## config.mk

```make
export PLATFORM = sky130hd
export DESIGN_NAME = capture_frequency_meter
export DESIGN_NICKNAME = d
export VERILOG_FILES = /design/src/cfm_pkg.sv /design/src/cfm_div.sv /design/src/cfm_bcd.sv /design/src/capture_frequency_meter.sv
export SDC_FILE = /design/constraint.sdc
export NUM_CORES = 1
export LEC_CHECK = 0
export BUFFER_PORTS_ARGS = -buffer_cell sky130_fd_sc_hd__buf_2
export CAP_MARGIN = 20
export CORE_AREA = 2 2 170 172
export CTS_BUF_LIST = sky130_fd_sc_hd__clkbuf_8 sky130_fd_sc_hd__clkbuf_16
export DETAILED_ROUTE_END_ITERATION = 8
export DIE_AREA = 0 0 172 174
export GPL_ROUTABILITY_DRIVEN = 0
export PLACE_DENSITY = 0.74
export SLEW_MARGIN = 20
export SYNTH_ARGS = -nofsm -noshare
export SYNTH_HDL_FRONTEND = slang
export SYNTH_SLANG_ARGS = --single-unit
```

## constraint.sdc

```tcl
create_clock -name clk -period 9.05 [get_ports clk]
set_input_delay 0.4525 -clock clk [delete_from_list [all_inputs] [get_ports clk]]
set_output_delay 0.4525 -clock clk [all_outputs]
set_load 0.1 [all_outputs]
```

## src/cfm_pkg.sv

```systemverilog
// Types and constants for the capture frequency meter.
package cfm_pkg;

    localparam int RATE_W     = 24;
    localparam int FREQ_W     = 16;
    localparam int BCD_DIGITS = 5;
    localparam int BCD_W      = 4 * BCD_DIGITS;
    localparam int DIV_CNT_W  = $clog2(RATE_W);
    localparam int BCD_CNT_W  = $clog2(FREQ_W);

    localparam logic [RATE_W-1:0] RATE_RESET = 24'd250000;
    localparam logic [FREQ_W-1:0] FREQ_MAX   = 16'hFFFF;

    // Input item kinds
    typedef enum logic {
        ACT_OVERFLOW = 1'b0,
        ACT_EDGE     = 1'b1
    } action_t;

    // Decimal digits, most significant first
    typedef struct packed {
        logic [3:0] tenk;
        logic [3:0] thou;
        logic [3:0] hund;
        logic [3:0] tens;
        logic [3:0] ones;
    } digits_t;

endpackage

```

## src/cfm_div.sv

```systemverilog
// Restoring divider that produces one quotient bit per cycle.
module cfm_div
    import cfm_pkg::*;
#(
    parameter int DIVISOR_W = 24
)
(
    input  logic                 clk,
    input  logic                 rst_n,
    input  logic                 start,
    input  logic [RATE_W-1:0]    dividend,
    input  logic [DIVISOR_W-1:0] divisor,
    output logic                 done,
    output logic [RATE_W-1:0]    quotient
);

    logic                 busy_reg;
    logic                 done_reg;
    logic [DIV_CNT_W-1:0] cnt_reg;
    logic [RATE_W-1:0]    shift_reg;
    logic [RATE_W-1:0]    shift_next;
    logic [DIVISOR_W-1:0] rem_reg;
    logic [DIVISOR_W-1:0] rem_next;
    logic [DIVISOR_W-1:0] dvs_reg;
    logic [DIVISOR_W:0]   rem_shift;
    logic [DIVISOR_W:0]   rem_diff;
    logic                 qbit;

    // Trial subtract of the divisor from the shifted remainder
    always_comb
    begin
        rem_shift  = {rem_reg, shift_reg[RATE_W-1]};
        rem_diff   = rem_shift - {1'b0, dvs_reg};
        qbit       = (rem_shift >= {1'b0, dvs_reg});
        rem_next   = qbit ? rem_diff[DIVISOR_W-1:0] : rem_shift[DIVISOR_W-1:0];
        shift_next = {shift_reg[RATE_W-2:0], qbit};
    end

    // Sequence the bit steps
    always_ff @(posedge clk or negedge rst_n)
    begin
        if (!rst_n)
        begin
            busy_reg <= 1'b0;
            done_reg <= 1'b0;
            cnt_reg  <= '0;
        end
        else
        begin
            done_reg <= 1'b0;
            if (start)
            begin
                busy_reg <= 1'b1;
                cnt_reg  <= '0;
            end
            else if (busy_reg)
            begin
                cnt_reg <= cnt_reg + 1'b1;
                if (cnt_reg == DIV_CNT_W'(RATE_W - 1))
                begin
                    busy_reg <= 1'b0;
                    done_reg <= 1'b1;
                end
            end
        end
    end

    // Hold operands, shift dividend out and quotient in
    always_ff @(posedge clk)
    begin
        if (start)
        begin
            shift_reg <= dividend;
            rem_reg   <= '0;
            dvs_reg   <= divisor;
        end
        else if (busy_reg)
        begin
            shift_reg <= shift_next;
            rem_reg   <= rem_next;
        end
    end

    assign done     = done_reg;
    assign quotient = shift_reg;

endmodule

```

## src/cfm_bcd.sv

```systemverilog
// Shift-and-add-3 binary to decimal converter, one bit per cycle.
module cfm_bcd
    import cfm_pkg::*;
(
    input  logic              clk,
    input  logic              rst_n,
    input  logic              start,
    input  logic [FREQ_W-1:0] value,
    output logic              done,
    output digits_t           digits
);

    logic                 busy_reg;
    logic                 done_reg;
    logic [BCD_CNT_W-1:0] cnt_reg;
    logic [FREQ_W-1:0]    bin_reg;
    logic [BCD_W-1:0]     bcd_reg;
    logic [BCD_W-1:0]     adj;
    logic [BCD_W-1:0]     bcd_next;

    // Add three to every digit of five or more, then shift in the next bit
    always_comb
    begin
        for (int i = 0; i < BCD_DIGITS; i++)
        begin
            if (bcd_reg[4*i +: 4] >= 4'd5)
                adj[4*i +: 4] = bcd_reg[4*i +: 4] + 4'd3;
            else
                adj[4*i +: 4] = bcd_reg[4*i +: 4];
        end
        bcd_next = {adj[BCD_W-2:0], bin_reg[FREQ_W-1]};
    end

    // Sequence the bit steps
    always_ff @(posedge clk or negedge rst_n)
    begin
        if (!rst_n)
        begin
            busy_reg <= 1'b0;
            done_reg <= 1'b0;
            cnt_reg  <= '0;
        end
        else
        begin
            done_reg <= 1'b0;
            if (start)
            begin
                busy_reg <= 1'b1;
                cnt_reg  <= '0;
            end
            else if (busy_reg)
            begin
                cnt_reg <= cnt_reg + 1'b1;
                if (cnt_reg == BCD_CNT_W'(FREQ_W - 1))
                begin
                    busy_reg <= 1'b0;
                    done_reg <= 1'b1;
                end
            end
        end
    end

    // Advance the binary and decimal shift registers
    always_ff @(posedge clk)
    begin
        if (start)
        begin
            bin_reg <= value;
            bcd_reg <= '0;
        end
        else if (busy_reg)
        begin
            bin_reg <= {bin_reg[FREQ_W-2:0], 1'b0};
            bcd_reg <= bcd_next;
        end
    end

    assign done   = done_reg;
    assign digits = digits_t'(bcd_reg);

endmodule

```

## src/capture_frequency_meter.sv

```systemverilog
// A second capture edge passes through the bit-serial divider, then the decimal converter,
// then waits in S_LOAD until the output register is free; a period that is not positive
// skips the divider and goes straight to the decimal converter.
// Overflow ticks and the opening edge are taken while idle and do not hold the input; the closing edge holds
// the input until its result is in the output register.
// Reset (rst_n low, asynchronous) clears the measurement, the output and sets rate 250000.
module capture_frequency_meter
    import cfm_pkg::*;
#(
    parameter int TIMER_BITS    = 16,
    parameter int OVERFLOW_BITS = 8
)
(
    input  logic              clk,
    input  logic              rst_n,
    input  logic              cfg_valid,
    output logic              cfg_ready,
    input  logic [RATE_W-1:0] reference_rate,
    input  logic              in_valid,
    output logic              in_ready,
    input  logic              action,
    input  logic [15:0]       capture_value,
    output logic              out_valid,
    input  logic              out_ready,
    output logic [15:0]       frequency,
    output logic [3:0]        ones_digit,
    output logic [3:0]        tens_digit,
    output logic [3:0]        hundreds_digit,
    output logic [6:0]        thousands_part,
    output logic [2:0]        digit_count,
    output logic              error_flag
);

    localparam int SPAN_W = OVERFLOW_BITS + TIMER_BITS;
    localparam logic [OVERFLOW_BITS-1:0] OVF_MAX = {OVERFLOW_BITS{1'b1}};

    typedef enum logic [1:0] {
        S_IDLE,
        S_DIV,
        S_BCD,
        S_LOAD
    } state_t;

    state_t                   state_reg;
    logic [RATE_W-1:0]        rate_reg;
    logic                     edge_seen_reg;
    logic [TIMER_BITS-1:0]    first_stamp_reg;
    logic [OVERFLOW_BITS-1:0] ovf_count_reg;
    logic                     ovf_sat_reg;
    logic                     err_reg;
    logic [FREQ_W-1:0]        freq_reg;

    logic                     out_valid_reg;
    logic [15:0]              frequency_reg;
    logic [3:0]               ones_reg;
    logic [3:0]               tens_reg;
    logic [3:0]               hundreds_reg;
    logic [6:0]               thousands_reg;
    logic [2:0]               count_reg;
    logic                     error_reg;

    logic                     in_fire;
    logic                     second_edge;
    logic [TIMER_BITS-1:0]    stamp;
    logic [SPAN_W:0]          diff;
    logic                     span_bad;
    logic                     div_start;
    logic                     div_done;
    logic [RATE_W-1:0]        quotient;
    logic [FREQ_W-1:0]        quot_sat;
    logic                     bcd_start;
    logic                     bcd_done;
    logic [FREQ_W-1:0]        bcd_value;
    digits_t                  digits;
    logic [6:0]               thousands_next;
    logic [2:0]               count_next;
    logic                     out_free;

    // Handshakes
    assign cfg_ready = 1'b1;
    assign in_ready  = (state_reg == S_IDLE);
    assign in_fire   = in_valid && in_ready;
    assign out_free  = !out_valid_reg || out_ready;

    // Form the span between the opening and closing capture stamps and check it is positive
    assign stamp       = TIMER_BITS'(capture_value);
    assign second_edge = in_fire && (action == ACT_EDGE) && edge_seen_reg;
    assign diff        = {1'b0, ovf_count_reg, stamp} - (SPAN_W + 1)'(first_stamp_reg);
    assign span_bad    = diff[SPAN_W] || (diff == '0);
    assign div_start   = second_edge && !span_bad;

    // Saturate the quotient to the output width
    assign quot_sat  = (quotient[RATE_W-1:FREQ_W] != '0) ? FREQ_MAX : quotient[FREQ_W-1:0];
    assign bcd_start = div_done || (second_edge && span_bad);
    assign bcd_value = div_done ? quot_sat : '0;

    cfm_div #(
        .DIVISOR_W (SPAN_W)
    ) u_div (
        .clk      (clk),
        .rst_n    (rst_n),
        .start    (div_start),
        .dividend (rate_reg),
        .divisor  (diff[SPAN_W-1:0]),
        .done     (div_done),
        .quotient (quotient)
    );

    cfm_bcd u_bcd (
        .clk    (clk),
        .rst_n  (rst_n),
        .start  (bcd_start),
        .value  (bcd_value),
        .done   (bcd_done),
        .digits (digits)
    );

    // Merge the top two decimal digits and count the digit positions in use, the merged thousands part as one
    always_comb
    begin
        thousands_next = ({3'b000, digits.tenk} << 3) + ({3'b000, digits.tenk} << 1)
                       + {3'b000, digits.thou};
        if (digits.tenk != 4'd0 || digits.thou != 4'd0)
            count_next = 3'd4;
        else if (digits.hund != 4'd0)
            count_next = 3'd3;
        else if (digits.tens != 4'd0)
            count_next = 3'd2;
        else
            count_next = 3'd1;
    end

    // Sequence the measurement, hold state and the output register
    always_ff @(posedge clk or negedge rst_n)
    begin
        if (!rst_n)
        begin
            state_reg       <= S_IDLE;
            rate_reg        <= RATE_RESET;
            edge_seen_reg   <= 1'b0;
            first_stamp_reg <= '0;
            ovf_count_reg   <= '0;
            ovf_sat_reg     <= 1'b0;
            err_reg         <= 1'b0;
            freq_reg        <= '0;
            out_valid_reg   <= 1'b0;
            frequency_reg   <= '0;
            ones_reg        <= '0;
            tens_reg        <= '0;
            hundreds_reg    <= '0;
            thousands_reg   <= '0;
            count_reg       <= '0;
            error_reg       <= 1'b0;
        end
        else
        begin
            if (cfg_valid && cfg_ready)
                rate_reg <= reference_rate;

            if (out_valid_reg && out_ready)
                out_valid_reg <= 1'b0;

            if (bcd_start)
                freq_reg <= bcd_value;

            case (state_reg)
                S_IDLE:
                begin
                    if (in_fire)
                    begin
                        if (action == ACT_OVERFLOW)
                        begin
                            if (edge_seen_reg)
                            begin
                                if (ovf_count_reg == OVF_MAX)
                                    ovf_sat_reg <= 1'b1;
                                else
                                    ovf_count_reg <= ovf_count_reg + 1'b1;
                            end
                        end
                        else if (!edge_seen_reg)
                        begin
                            first_stamp_reg <= stamp;
                            ovf_count_reg   <= '0;
                            ovf_sat_reg     <= 1'b0;
                            edge_seen_reg   <= 1'b1;
                        end
                        else
                        begin
                            err_reg         <= ovf_sat_reg || span_bad;
                            edge_seen_reg   <= 1'b0;
                            first_stamp_reg <= '0;
                            ovf_count_reg   <= '0;
                            ovf_sat_reg     <= 1'b0;
                            state_reg       <= span_bad ? S_BCD : S_DIV;
                        end
                    end
                end
                S_DIV:
                begin
                    if (div_done)
                        state_reg <= S_BCD;
                end
                S_BCD:
                begin
                    if (bcd_done)
                        state_reg <= S_LOAD;
                end
                S_LOAD:
                begin
                    if (out_free)
                    begin
                        out_valid_reg <= 1'b1;
                        frequency_reg <= freq_reg;
                        ones_reg      <= digits.ones;
                        tens_reg      <= digits.tens;
                        hundreds_reg  <= digits.hund;
                        thousands_reg <= thousands_next;
                        count_reg     <= count_next;
                        error_reg     <= err_reg;
                        state_reg     <= S_IDLE;
                    end
                end
                default:
                begin
                    state_reg <= S_IDLE;
                end
            endcase
        end
    end

    assign out_valid      = out_valid_reg;
    assign frequency      = frequency_reg;
    assign ones_digit     = ones_reg;
    assign tens_digit     = tens_reg;
    assign hundreds_digit = hundreds_reg;
    assign thousands_part = thousands_reg;
    assign digit_count    = count_reg;
    assign error_flag     = error_reg;

endmodule

```

=== Yosys cells after proc, flatten, opt, wreduce, memory -nomap -nowiden ===
Cells that the tools add are included.

* Register bits: 230
* Input port bits: 46
* Output and inout bits: 42
* Word-level logic and storage cells: 138

* Add/subtract/negate cells: 12
* $lt $le $gt $ge: 6
* Equal/unequal tests: 13
* Muxes and demuxes: 50
* Reduce and logical (&&, ||, !) cells: 30

{| class="wikitable"
|+ Operators by type and width
! cell !! number
|-
| $mux W16 || 5
|-
| $mux W24 || 3
|-
| $ge A25 B24 Y1 || 1
|-
| $logic_not A25 Y1 || 1
|-
| $sub A24 B16 Y25 || 1
|-
| $mux W4 || 6
|-
| $mux W8 || 3
|-
| $sub A24 B24 Y24 || 1
|-
| $ge A4 B3 Y1 const B || 5
|-
| $mux W1 || 19
|-
| $add A4 B2 Y4 const B || 4
|-
| $mux W2 || 8
|-
| $reduce_bool A4 Y1 || 4
|-
| $reduce_and A4 Y1 || 3
|-
| $mux W5 || 2
|-
| $ne A2 B1 Y1 const B || 5
|-
| $mux W3 || 3
|-
| $add A8 B1 Y8 const B || 1
|-
| $eq A8 B8 Y1 const B || 1
|-
| $pmux W2 S4 || 1
|-
| $reduce_bool A2 Y1 || 4
|-
| $reduce_bool A8 Y1 || 1
|-
| $add A7 B4 Y7 || 1
|-
| $add A7 B5 Y7 || 1
|-
| 15 further kinds || 27
|}

=== Longest topological paths before layout ===
* Depth after elaboration: 8
* Mapped depth: 14

=== Hierarchy ===
A second synthesis with hierarchy kept.

* Cell total of the unflattened synthesis: 1313
* Area, all modules: 13135.1 um2

{| class="wikitable"
|+ Modules (own cells, without submodules)
! module !! times used !! cells each !! area an instance (um2) !! seq. area each (um2)
|-
| capture_frequency_meter || 1 || 664 || 6419.9 || 2736.4
|-
| cfm_div || 1 || 450 || 4589.4 || 2097.0
|-
| cfm_bcd || 1 || 199 || 2125.8 || 1031.0
|}

=== Worst setup path after synthesis ===
OpenSTA, ideal clock, no wires.

* Kind: input port to flip-flop
* Start: input capture_value[0]
* End: register u_bcd.bin_reg[0], enable pin
* Arrival time: 3.351 ns
* Data required time: 8.675 ns
* Path slack: 5.325 ns
* Stages on the path: 13
* Path buffers: 1
* Cells stage by stage: inv_1 -> ha_1 -> fa_1 -> nor2b_1 -> o21a_1 -> nor2_1 -> xnor2_1 -> or4_1 -> nor4b_2 -> nand4_1 -> o31ai_2 -> buf_2 -> nand2b_1

* Cells in the longest elaborated chain, start to end: 6

{| class="wikitable"
|+ RTL lines
! what !! RTL line !! RTL
|-
| from (decl) || capture_frequency_meter.sv:22 || <nowiki>input logic [15:0] capture_value,</nowiki>
|-
| $sub A24 B16 Y25 || capture_frequency_meter.sv:88 || <nowiki>assign diff = {1'b0, ovf_count_reg, stamp} - (SPAN_W + 1)'(first_stamp_reg);</nowiki>
|-
| named net diff[4] || capture_frequency_meter.sv:65 || <nowiki>logic [SPAN_W:0] diff;</nowiki>
|-
| $logic_not A25 Y1 || capture_frequency_meter.sv:89 || <nowiki>assign span_bad = diff[SPAN_W] || (diff == '0);</nowiki>
|-
| $logic_or A1 B1 Y1 || capture_frequency_meter.sv:89 ||
|-
| $logic_and A1 B1 Y1 || capture_frequency_meter.sv:94 || <nowiki>assign bcd_start = div_done || (second_edge && span_bad);</nowiki>
|-
| $logic_or A1 B1 Y1 || capture_frequency_meter.sv:94 ||
|-
| $reduce_bool A2 Y1 (no source line) || - ||
|-
| to (signal assigned) || cfm_bcd.sv:68 || <nowiki>bin_reg <= value;</nowiki>
|-
| to (signal assigned) || cfm_bcd.sv:73 || <nowiki>bin_reg <= {bin_reg[FREQ_W-2:0], 1'b0};</nowiki>
|-
| to (decl) || cfm_bcd.sv:16 || <nowiki>logic [FREQ_W-1:0] bin_reg;</nowiki>
|}

The timed path passes the listed nets, and every way through them passes these cells.
A chain may end at the register's enable or synchronous reset.

=== Final worst setup path ===
* Start: register first_stamp_reg[4]
* End: register u_bcd.bin_reg[7], enable pin

* Cells in the longest elaborated chain, start to end: 6

{| class="wikitable"
|+ RTL lines
! what !! RTL line !! RTL
|-
| from (decl) || capture_frequency_meter.sv:47 || <nowiki>logic [TIMER_BITS-1:0] first_stamp_reg;</nowiki>
|-
| from (signal assigned) || capture_frequency_meter.sv:183 || <nowiki>first_stamp_reg <= stamp;</nowiki>
|-
| $sub A24 B16 Y25 (*) || capture_frequency_meter.sv:88 ||
|-
| $logic_not A25 Y1 || capture_frequency_meter.sv:89 ||
|-
| $logic_or A1 B1 Y1 (*) || capture_frequency_meter.sv:89 ||
|-
| $logic_and A1 B1 Y1 (*) || capture_frequency_meter.sv:94 ||
|-
| $logic_or A1 B1 Y1 (*) || capture_frequency_meter.sv:94 ||
|-
| $reduce_bool A2 Y1 (no source line) (*) || - ||
|}

Mark *: on every way between the ends. The rest lies on a longest branch, timed or not.

==> reports/metrics.csv <==
stage,metric,value,unit
global_routing,met1_usage,0.233,
clocking,cts_tree,built,
timing,min_period,4510,ps
drt,wl_per_cell,15.1,microns
global_routing,met2_usage,0.297,
timing,worstMarginPinSlew,1090,ps
synthesis,synth_compound_area_frac,0.159,
synthesis,synth_top_family_by_area,compound AO/OA/AOI/OAI gates,
finish,ff_latch_area,5860,sq um
global_routing,grt_max_degree,81,
critical_path,path_class,flip-flop to flip-flop,
global_routing,busiest_layer,met2,
synthesis,synthArstFlopShare,0.530,
place,port_buffers,86,
clocking,ctsHoldBuffers,0,
die,ios,88,
power,irDropWorstVdd,291,uV
clocking,cts.sinks,230,
timing,skew,25.3,ps
drt,first_pass_iters,5,
place,dp.cells,1663,
die,start_util,0.444,
global_routing,grt_pass1_vias,8979,
clocking,cts_setup_buffers,0,
critical_path,cp_data_required_time,9200,ps
drt,wirelength,25800,microns
place,place_area,13300,sq um
power,p_switching,2.67,mW
timing,max_freq,222,MHz
drt,drc,0,
synthesis,synthXorXnorAreaFrac,0.0350,
critical_path,crit_fanout,58,
synthesis,syn_nets,1360,
finish,design_area,14100,sq um
power,swShare,0.453,
finish,post-route-util,0.500,
timing,hold_ws,-2.89,ps
outcome,violations,hold timing,
power,cellPowerDensity,417,nW/um^2
clocking,clock_latency,540,ps
clocking,numCtsBuffers,26,
timing,slew_viol_final,0,
drt,vias,9267,
die,core,28200,sq um
global_routing,antenna_found_initial,0,
critical_path,cp-start-kind,flip-flop,
critical_path,reg2reg_depth,12,
power,p_leak,6.12,nW
die,fp.dieW,172,microns
timing,period_share,0.498,
timing,slew_headroom,0.274,
synthesis,synth_fa_ha_area_frac,0.0733,
synthesis,syn_area,12500,sq um
synthesis,synth_edf_count,64,
power,p_seq_frac,0.309,
finish,multi_input_area,6050,sq um
power,clkPwrFrac,0.178,
finish,final_nets,1424,
min_path,hp-class,input port to asynchronous set/reset pin,
drt,antenna_left,0,
global_routing,groute.usage.overall,0.175,
finish,fill_cells,2585,
timing,grt_setup_unrepaired,false,
synthesis,ys_seq_elements,230,
clocking,postCtsResizedCells,0,
outcome,run_status,"complete, but fails checks",
drt,drt_iter0_markers,612,
global_routing,grt_pass1_wl,43800,microns
power,total_power,5.89,mW
synthesis,syn_inst,1243,
synthesis,yosys.area_share.simple,0.134,
global_routing,grt_overflow,0,
clocking,htree_levels,1,
power,p_comb_frac,0.513,
synthesis,yosysSeqAreaShare,0.468,
timing,tns,0,ps
clocking,path_clk_slew,60,ps
critical_path,worstPathArrival,4660,ps
global_routing,grtUsageMet3,0.0271,
synthesis,synth_cell_type_count,74,
clocking,clock_path_buffers,3,
finish,drive_gt1_frac,0.170,
die,die_y,174,microns
timing,setup_viol,0,
synthesis,ys_warn_count,0,
run,maxCapViolations,0,
drt,vias_per_cell,5.42,
synthesis,avgSynthCellArea,10.1,sq um
place,dp_hpwl,18200,microns
power,internal_power,3.22,mW
finish,area_growth,12.7,%
critical_path,crit_path_end_kind,flip-flop,
finish,num_antenna_cells,0,
synthesis,synth-main-ff-cell,dfrtp_1,
die,rows,62,
die,die_area,29900,sq um
finish,final_cells,1711,
synthesis,synth.area.mux_share,0.0791,
clocking,clockRootBuffer,clkbuf_16,
timing,hold_viol,2,
-- Yosys cell counts (12+ instances only) --
cell type	n	area share
o21ai_0	124	0.050
dfrtp_1	115	0.23
inv_1	100	0.030
nor2_1	96	0.029
nand2_1	76	0.023
ha_1	67	0.067
a21oi_1	64	0.026
edfxtp_1	64	0.15
dfxtp_1	44	0.070
clkbuf_1	40	0.012
mux2_2	36	0.032
xnor2_1	34	0.024
nand3_1	28	0.011
a211oi_1	25	0.015
mux2i_1	24	0.019
mux2_4	23	0.028
a21o_1	19	0.011
nand3b_1	19	0.011
nand2b_1	18	0.0090
xor2_1	16	0.011
nand4_1	14	0.0070
nor2b_1	12	0.0060
nor3_1	12	0.0048
o21a_1	12	0.0072
-- routing by layer --
layer,part of all wire,up-vias
met5,0,-
met4,0.023,0
met1,0.45,4457
li1,-,4552
met2,0.48,211
met3,0.042,47
-- per-stage QoR --
| step | hold slack (ps) | worst slack (ps) |
|---|---|---|
| 6_report | -2.89 | 4540 |
| 4_1_cts | 43.1 | 4550 |
| 5_1_grt | 89.8 | 4270 |
| 3_3_place_gp | 460 | 4460 |
| 3_5_place_dp | 466 | 4400 |
| 2_1_floorplan | 157 | 5320 |
-- final cells by class --
class	count	share of cell area
clock inverters	19	0.0115
well taps	384	0.0340
inverters	100	0.0266
repair buffers	93	0.0344
clock buffers	29	0.0498
multi-input cells	856	0.428
flip-flops and latches	230	0.415
-- cells by family after synthesis --
logic type | count (synthesis)
adder cells (fa/ha/maj) | 71
AO/OA/AOI/OAI | 318
buffers and inverters | 157
flip-flops | 230
XOR/XNOR | 50
AND/OR/NAND/NOR | 333
other | 1
multiplexers | 83
-- layout by cell type (no fill, tap or decap), types with 44 or more instances in the layout --
cell type	n
o21ai_0	124
dfrtp_1	115
inv_1	102
nor2_1	96
buf_2	85
nand2_1	75
ha_1	67
a21oi_1	64
edfxtp_1	64
dfxtp_1	44
-- worst max-delay path, cell delays in order (launching register included) --
cell,delay (ps)
dfrtp_1,320
inv_1,50
ha_1,360
and2_1,220
a311oi_1,410
a211oi_1,200
o21a_1,230
a31oi_1,220
nor4b_1,330
nand4_1,320
o31ai_4,260
buf_4,480
nand2b_1,680
-- worst paths after layout --
| path | from | endpoint | slack (ps) |
|---|---|---|---|
| max in group asynchronous | rst_n | thousands_part[0]$_DFFE_PN0P_ | 7730 |
| min in group clk | reference_rate[0] | rate_reg[0]$_DFFE_PN0P_ | 130 |
| worst max register to register | first_stamp_reg[4]$_DFFE_PN0P_ | u_bcd.bin_reg[7]$_DFFE_PP_ | 4540 |
| worst min register to register | frequency[12]$_DFFE_PN0P_ | frequency[12]$_DFFE_PN0P_ | 480 |
| worst min-delay path | rst_n | first_stamp_reg[6]$_DFFE_PN0P_ | -3 |
| worst max-delay path | first_stamp_reg[4]$_DFFE_PN0P_ | u_bcd.bin_reg[7]$_DFFE_PP_ | 4540 |
-- power groups by stage --
| stage | Clock [mW] | Combinational [mW] | Sequential (mW) |
|---|---|---|---|
| 2_1_floorplan | 0 | 1.89 | 2.36 |
| 3_3_place_gp | 0 | 2.93 | 1.82 |
| 3_5_place_dp | 0 | 3.00 | 1.84 |
| 4_1_cts | 1.07 | 3.02 | 1.82 |
| 5_1_grt | 1.12 | 3.33 | 1.87 |
| 6_report | 1.05 | 3.02 | 1.82 |
Note: power is estimated with default switching activity, not from simulation.
